===== src/hw/rtl/pdws_pkg.sv =====
`timescale 1ns / 1ps
// Package for the PWM divider/wrap solver: widths, register indexes, the item record
// that travels down the pipeline. Used by pdws_unit and pwm_divider_wrap_duty_solver.
package pdws_pkg;

    localparam int CLK_W   = 28;   // source clock register
    localparam int TGT_W   = 20;   // target after the clamp to max_freq_hz
    localparam int DUTY_W  = 7;    // duty after saturation to 100
    localparam int DIV_W   = 8;    // internal divider number, covers dividers up to 255
    localparam int NUM_W   = 28;   // deviation numerator, below target * divider
    localparam int DEN_W   = 24;   // deviation denominator, quotient * divider when valid
    localparam int WRAP_W  = 16;
    localparam int CFG_IDX_W = 8;
    localparam int CFG_DATA_W = 32;

    localparam int DEF_MAX_DIVIDER = 29;
    localparam int DEF_MIN_WRAP    = 100;

    localparam logic [CLK_W-1:0] CLK_RESET  = 28'd125000000;
    localparam logic [TGT_W-1:0] MAXF_RESET = 20'd100000;
    localparam logic [CLK_W:0]   WRAP_LIMIT = 29'd65536;
    localparam logic [7:0]       DUTY_FULL  = 8'd100;

    // wrap / 100 is taken as (wrap >> 2) / 25 with a reciprocal that is exact below 2^14
    localparam logic [14:0] RECIP_25 = 15'd20972;
    localparam int          RECIP_25_SHIFT = 19;

    typedef enum logic [CFG_IDX_W-1:0] {
        REG_SOURCE_CLOCK = 8'd0,
        REG_MAX_FREQ     = 8'd1
    } cfg_reg_t;

    typedef struct packed {
        logic [TGT_W-1:0]  tgt;
        logic [DUTY_W-1:0] duty;
        logic              tgt_zero;
        logic [CLK_W-1:0]  quo;        // clock / target
        logic [TGT_W-1:0]  rem;        // clock mod target
        logic [DIV_W-1:0]  sel_div;    // zero while no divider fits
        logic [WRAP_W-1:0] best_wrap;
        logic [NUM_W-1:0]  best_num;
        logic [DEN_W-1:0]  best_den;
    } item_t;

endpackage


===== src/hw/rtl/pdws_unit.sv =====
`timescale 1ns / 1ps
// One divider candidate of the PWM solver: six pipeline stages that derive quotient,
// wrap and deviation for a fixed divider and keep the better of it and the best so far.
// Depends on pdws_pkg.
module pdws_unit
    import pdws_pkg::*;
#(
    parameter int DIV_NUM  = 1,
    parameter int MIN_WRAP = DEF_MIN_WRAP
) (
    input  logic  aclk,
    input  logic  aresetn,
    input  logic  en,
    input  logic  in_valid,
    input  item_t in_item,
    output logic  out_valid,
    output item_t out_item
);

    localparam logic [DIV_W-1:0] DIV_V   = DIV_W'(DIV_NUM);
    localparam logic [32:0]      RECIP   = 33'((64'd1 << 32) / DIV_NUM);
    localparam logic [CLK_W-1:0] Q_FLOOR = CLK_W'(MIN_WRAP + 1);

    logic [5:0]        vld_reg;
    item_t             s1_item_reg, s2_item_reg, s3_item_reg, s4_item_reg, s5_item_reg;
    item_t             s6_item_reg;
    logic [CLK_W-1:0]  s1_qest_reg, s2_qest_reg, s2_qd_reg, s3_q_reg;
    logic [DIV_W-1:0]  s3_m_reg;
    logic              s3_ok_reg, s4_ok_reg, s5_ok_reg;
    logic [NUM_W-1:0]  s4_num_reg, s5_num_reg;
    logic [DEN_W-1:0]  s4_den_reg, s5_den_reg;
    logic [WRAP_W-1:0] s4_wrap_reg, s5_wrap_reg;
    logic [51:0]       s5_pnew_reg, s5_pbest_reg;

    logic [60:0]       recip_prod;
    logic [35:0]       qd_prod;
    logic [CLK_W-1:0]  m0;
    logic [CLK_W-1:0]  q_fix;
    logic [DIV_W-1:0]  m_fix;
    logic [CLK_W-1:0]  den_full;
    logic [CLK_W-1:0]  q_minus1;
    logic              take;
    item_t             s6_item_next;

    always_comb begin
        recip_prod = 61'(in_item.quo) * 61'(RECIP);
        qd_prod    = 36'(s1_qest_reg) * 36'(DIV_V);
        m0         = s2_item_reg.quo - s2_qd_reg;
        if (m0 >= CLK_W'(DIV_V)) begin
            q_fix = s2_qest_reg + CLK_W'(1);
            m_fix = DIV_W'(m0 - CLK_W'(DIV_V));
        end else begin
            q_fix = s2_qest_reg;
            m_fix = m0[DIV_W-1:0];
        end
        den_full = s3_item_reg.quo - CLK_W'(s3_m_reg);
        q_minus1 = s3_q_reg - CLK_W'(1);
        take = s5_ok_reg && ((s5_item_reg.sel_div == '0) || (s5_pnew_reg < s5_pbest_reg));
        s6_item_next = s5_item_reg;
        if (take) begin
            s6_item_next.sel_div   = DIV_V;
            s6_item_next.best_wrap = s5_wrap_reg;
            s6_item_next.best_num  = s5_num_reg;
            s6_item_next.best_den  = s5_den_reg;
        end
    end

    always_ff @(posedge aclk) begin
        if (!aresetn) begin
            vld_reg <= '0;
        end else if (en) begin
            vld_reg <= {vld_reg[4:0], in_valid};
        end
    end

    always_ff @(posedge aclk) begin
        if (en) begin
            // stage 1: quotient estimate, at most one short
            s1_item_reg  <= in_item;
            s1_qest_reg  <= recip_prod[59:32];
            // stage 2: back-multiply
            s2_item_reg  <= s1_item_reg;
            s2_qest_reg  <= s1_qest_reg;
            s2_qd_reg    <= qd_prod[CLK_W-1:0];
            // stage 3: correct quotient, residue and range check
            s3_item_reg  <= s2_item_reg;
            s3_q_reg     <= q_fix;
            s3_m_reg     <= m_fix;
            s3_ok_reg    <= !s2_item_reg.tgt_zero && (q_fix > Q_FLOOR)
                            && ({1'b0, q_fix} <= WRAP_LIMIT);
            // stage 4: deviation numerator and denominator
            s4_item_reg  <= s3_item_reg;
            s4_ok_reg    <= s3_ok_reg;
            s4_num_reg   <= NUM_W'(s3_item_reg.rem) + NUM_W'(s3_item_reg.tgt) * NUM_W'(s3_m_reg);
            s4_den_reg   <= den_full[DEN_W-1:0];
            s4_wrap_reg  <= q_minus1[WRAP_W-1:0];
            // stage 5: cross products
            s5_item_reg  <= s4_item_reg;
            s5_ok_reg    <= s4_ok_reg;
            s5_num_reg   <= s4_num_reg;
            s5_den_reg   <= s4_den_reg;
            s5_wrap_reg  <= s4_wrap_reg;
            s5_pnew_reg  <= 52'(s4_num_reg) * 52'(s4_item_reg.best_den);
            s5_pbest_reg <= 52'(s4_item_reg.best_num) * 52'(s4_den_reg);
            // stage 6: keep the nearer one, the smaller divider on a tie
            s6_item_reg  <= s6_item_next;
        end
    end

    assign out_valid = vld_reg[5];
    assign out_item  = s6_item_reg;

endmodule


===== config.mk =====
export PLATFORM = sky130hd
export DESIGN_NAME = pdws_unit
export DESIGN_NICKNAME = d
export VERILOG_FILES = /design/src/hw/rtl/pdws_pkg.sv /design/src/hw/rtl/pdws_unit.sv
export SDC_FILE = /design/constraint.sdc
export NUM_CORES = 2
export LEC_CHECK = 0
export ABC_AREA = 1
export ABC_CLOCK_PERIOD_IN_PS = 6900
export BUFFER_PORTS_ARGS = -buffer_cell sky130_fd_sc_hd__buf_2
export CAP_MARGIN = 10
export CORE_MARGIN = 4
export CORE_UTILIZATION = 54
export CTS_BUF_LIST = sky130_fd_sc_hd__clkbuf_4 sky130_fd_sc_hd__clkbuf_8 sky130_fd_sc_hd__clkbuf_16
export CTS_CLUSTER_DIAMETER = 80
export DETAILED_ROUTE_END_ITERATION = 6
export PLACE_DENSITY = 0.74
export SETUP_SLACK_MARGIN = 0.1
export SLEW_MARGIN = 40
export SYNTH_ARGS = -nofsm -noshare
export SYNTH_HDL_FRONTEND = slang
export SYNTH_SLANG_ARGS = --single-unit

===== constraint.sdc =====
create_clock -name aclk -period 6.9 [get_ports aclk]
set_input_delay 0.69 -clock aclk [delete_from_list [all_inputs] [get_ports aclk]]
set_output_delay 0.69 -clock aclk [all_outputs]
set_load 0.05 [all_outputs]

Word level (Yosys, flattened, before mapping) --
Cells that the tools add are included.
Word-level totals: flip-flop bits (word level) 1185, output and inout bits 153
Cells by class: $add $sub $neg 6, multipliers 3, $lt $le $gt $ge 4, mux-type cells 3, reduce and logical (&&, ||, !) cells 6
Operators with widths (number):
- $mul 28x24->52 | 2
- $mux 68 | 1
- $lt 52x52->1 | 1
- $add 20x28->28 | 1
- $add 28x1->28 const B | 1
- $ge 28x1->1 const B | 1
- $gt 28x7->1 const B | 1
- $le 28x17->1 const B | 1
- $mul 20x8->28 | 1
- $mux 28 | 1
- $sub 28x28->28 | 1
- $sub 24x8->24 | 1
- $sub 16x1->16 const B | 1
- $logic_not 8->1 | 1
- $mux 8 | 1
- $sub 8x1->8 const B | 1
- $logic_and 1x1->1 | 3
- $logic_not 1->1 | 1
- $logic_or 1x1->1 | 1

Longest topological paths before layout --
depth after elaboration 6, mapped depth 32, gate-level depth less buffers 30

Worst setup path before layout --
OpenSTA, ideal clock, no wires.
path type register to register, start register s4_item_reg[3] in the netlist's numbering, end register s5_pnew_reg[45], data pin, data arrival time 5.963 ns, data required time 6.647 ns, setup slack 0.684 ns, cell stages (with the launch flop) 28, period minus slack after synthesis 6.216 ns, cells stage by stage edfxtp_1 > clkbuf_1 > buf_1 > nand2_1 > fa_1 > inv_1 > fa_1 > inv_1 > fa_1 > inv_1 > fa_1 > inv_1 > fa_1 > inv_1 > fa_1 > inv_1 > fa_1 > inv_1 > ha_1 > nand2_1 > nor2_1 > inv_1 > nor2_1 > inv_1 > nor3_1 > nand2_1 > nand4_1 > nand2_1
On the way: word-level cells in the longest chain between the ends 1
Ends and longest elaborated chain:
- start: declaration | RTL line pdws_unit.sv:25 | item_t s1_item_reg, s2_item_reg, s3_item_reg, s4_item_reg, s5_item_reg;
- start signal: assignment | RTL line pdws_unit.sv:92 | s4_item_reg <= s3_item_reg;
- $mul 28x24->52 | RTL line pdws_unit.sv:103 | s5_pnew_reg <= 52'(s4_num_reg) * 52'(s4_item_reg.best_den);
- end signal: assignment | RTL line pdws_unit.sv:103
- end: declaration | RTL line pdws_unit.sv:33 | logic [51:0] s5_pnew_reg, s5_pbest_reg;
Every way passes these cells. A chain may end at the register's enable or synchronous reset.

Worst setup path after layout --
start register s4_den_reg[12], end register s5_pbest_reg[44], data pin
On the way: word-level cells in the longest chain between the ends 1
Ends and longest elaborated chain:
- start: declaration | RTL line pdws_unit.sv:31 | logic [DEN_W-1:0] s4_den_reg, s5_den_reg;
- start signal: assignment | RTL line pdws_unit.sv:95 | s4_den_reg <= den_full[DEN_W-1:0];
- $mul 28x24->52 | RTL line pdws_unit.sv:104 | s5_pbest_reg <= 52'(s4_item_reg.best_num) * 52'(s4_den_reg);
- end signal: assignment | RTL line pdws_unit.sv:104
- end: declaration | RTL line pdws_unit.sv:33
Every way passes these cells.

==> reports/results.tsv <==
stage	metric	value	unit
outcome	status	finished, final reports clean	
synth	yosysMostFrequentCell	inv_1	
detailed_routing	wl_per_cell	19.5	microns
timing	layout_min_cycle_time	6630	ps
cts	htree_num_levels	3	
detailed_routing	drtIter0Drc	5123	
min_path	hold_class	in -> reg	
floorplan	ios	309	
detailed_routing	final_antenna_net_count	0	
synth	yosysUniqueCellTypes	41	
floorplan	die_area	0.168	sq mm
placed_design	postPlaceCellArea	0.0938	sq mm
timing	max_freq	151	MHz
synth	syn-cell-area	0.0875	sq mm
synth	synthArstFlopShare	0	
timing	hold_viol	0	
detailed_routing	drt_first_pass_iters	6	
cts	root_buffer	clkbuf_16	
floorplan	die_x	410	microns
timing	rsz0062_at_grt	yes	
cts	cts_tree	done	
cells_and_area	area_growth	13.0	%
timing	relSlewSlack	0.392	
placed_design	detailedPlacementHpwl	173000	microns
cells_and_area	drive_above_1_share	0.105	
floorplan	die_height	410	microns
detailed_routing	wl	221000	microns
timing	tightest_slew	912	ps
cells_and_area	fin_nets	10900	
cells_and_area	seqCellArea	0.0347	sq mm
timing	drv_slew	0	
critical_path	path_class	reg -> reg	
cells_and_area	n_antenna_cell	0	
cts	clk_latency	790	ps
synth	synth_edf_count	1151	
synth	avgSynthCellArea	10.4	sq um
cells_and_area	final_cells	11300	
critical_path	arrival	7090	ps
global_routing	grt_pass1_wl	351000	microns
floorplan	start_util	0.544	
floorplan	core_area	0.161	sq mm
critical_path	ff2ff_setup_slack	270	ps
synth	netlist.area_leader.share	0.395	
timing	setup_ws	269	ps
cts	clkTransAtPathRegs	70	ps
cells_and_area	fillCellCount	12800	
global_routing	gr-total-overflow	0	
placed_design	place_ws	-26.8	ps
synth	yosys_warnings	0	
critical_path	required	7360	ps
detailed_routing	top_layer	met5	
detailed_routing	route.detailed.drc	0	
floorplan	num_rows	147	
timing	finalClockSkew	105	ps
synth	synthCells	8450	
placed_design	place.gp.congestion	0.989	
detailed_routing	num_vias	58300	
global_routing	grt_pass1_vias	62700	
timing	fin_crit_sh	0.961	
timing	setup_violations	0	
critical_path	startpoint_type	flip-flop	
cts	numCtsBuffers	116	
placed_design	io_buffer_count	308	
cells_and_area	fin_util	0.615	
global_routing	antenna_found_initial	11	
critical_path	cp_slowest_cell	fa_1	
cells_and_area	final_cell_area	0.0988	sq mm
flow_run	cap_violations	0	
critical_path	end_kind	flip-flop	
cts	cts_max_path_buffers	3	
synth	synth-seq-area-share	0.396	
detailed_routing	route.met2.wl	105000	microns
synth	ys_ff_latch	1157	
detailed_routing	drt-met1-wl	89600	microns
global_routing	grt_use_total	0.270	
synth	synth_common_cells	inv_1, nand2_1, fa_1	
cells_and_area	multi_input_area	0.0434	sq mm
critical_path	max_stage_delay	540	ps
cts	clock-sinks	1157	
detailed_routing	vias_per_cell	5.15	
detailed_routing	route.met3.wl	17800	microns
synth	ys.flop_type	edfxtp_1	
critical_path	path_max_fanout	6	
placed_design	dp_cells	11000	
synth	synth_area_leaders	edfxtp_1, fa_1, inv_1	
synth	synth_largest_area_cell	edfxtp_1	
global_routing	grt_max_degree	142	
cts	hold_buffers	0	
[path summary, 6_finish.rpt]
kind                                                from                         end  cells after the start
worst max-delay path            s4_den_reg[12]$_DFFE_PP_  s5_pbest_reg[44]$_DFFE_PP_                     26
worst min-delay path                         in_item[63]   s1_item_reg[63]$_DFFE_PP_                      1
worst max register to register  s4_den_reg[12]$_DFFE_PP_  s5_pbest_reg[44]$_DFFE_PP_                     26
worst min register to register  s4_wrap_reg[9]$_DFFE_PP_    s5_wrap_reg[9]$_DFFE_PP_                      0
[repair_timing]
item	CTS	global route
resized for setup	0	64
gates cloned	0	0
pin swaps	0	3
endpoints found under the setup margin	13	61
buffers inserted	41	46
[per-stage QoR]
stage | hold WS [ps] | TNS (ps)
detailed placement | 405 | -26.8
finish | 68.5 | 0
floorplan | 400 | 0
CTS | 1.26 | 0
global route | 20.1 | 0
global placement | 400 | -8.50
[logic make-up (layout without fill, tap and decap cells)]
family,count (synthesis),after routing,share of synthesized area
AND/OR/NAND/NOR,2489,2489,0.112
adder cells (fa/ha/maj),1681,1681,0.343
flip-flops,1157,1157,0.396
AO/OA/AOI/OAI,370,370,0.0235
other,2,90,0.0000859
XOR/XNOR,111,111,0.0111
buffers and inverters,2640,3260,0.114
[layer usage]
layer	track usage	vias to the layer above
li1	-	26300
met1	0.365	29000
met2	0.445	2463
met3	0.0466	487
met4	0.0923	4
met5	0	-
[critical path, delay by kind of cell, from the launching register on]
kind / cells / cell delay [ps]
DFF: 1 / 410
and+or+nand+nor: 7 / 730
AOI/OAI and AO/OA: 2 / 640
buffers and inverters: 9 / 700
adders and majority gates: 8 / 3850
[placed cells by master (no fill, tap or decap), drive strengths merged, types with 11 or more instances in the layout]
| cell | n |
|---|---|
| xnor2 | 23 |
| nand4 | 45 |
| o21bai | 24 |
| edfxtp | 1151 |
| o21a | 11 |
| nand2 | 1970 |
| a21oi | 186 |
| o21ai | 102 |
| xor2 | 88 |
| bufinv | 11 |
| nor3 | 33 |
| inv | 2360 |
| a21o | 20 |
| a21boi | 17 |
| fa | 1193 |
| nor2 | 260 |
| clkbuf | 140 |
| nand3 | 163 |
| clkinv | 44 |
| ha | 488 |
| conb | 90 |
| buf | 695 |
[final cells by class]
| type | instances | area share |
|---|---|---|
| flip-flops and latches | 1157 | 0.351 |
| multi-input cells | 4741 | 0.439 |
| clock inverters | 75 | 0.00904 |
| well taps | 2160 | 0.0273 |
| inverters | 2350 | 0.0892 |
| clock buffers | 140 | 0.0313 |
| repair buffers | 695 | 0.0537 |
Power is not shown: default switching activity piles up to over one toggle a cycle in this logic, so the estimate is an artifact.
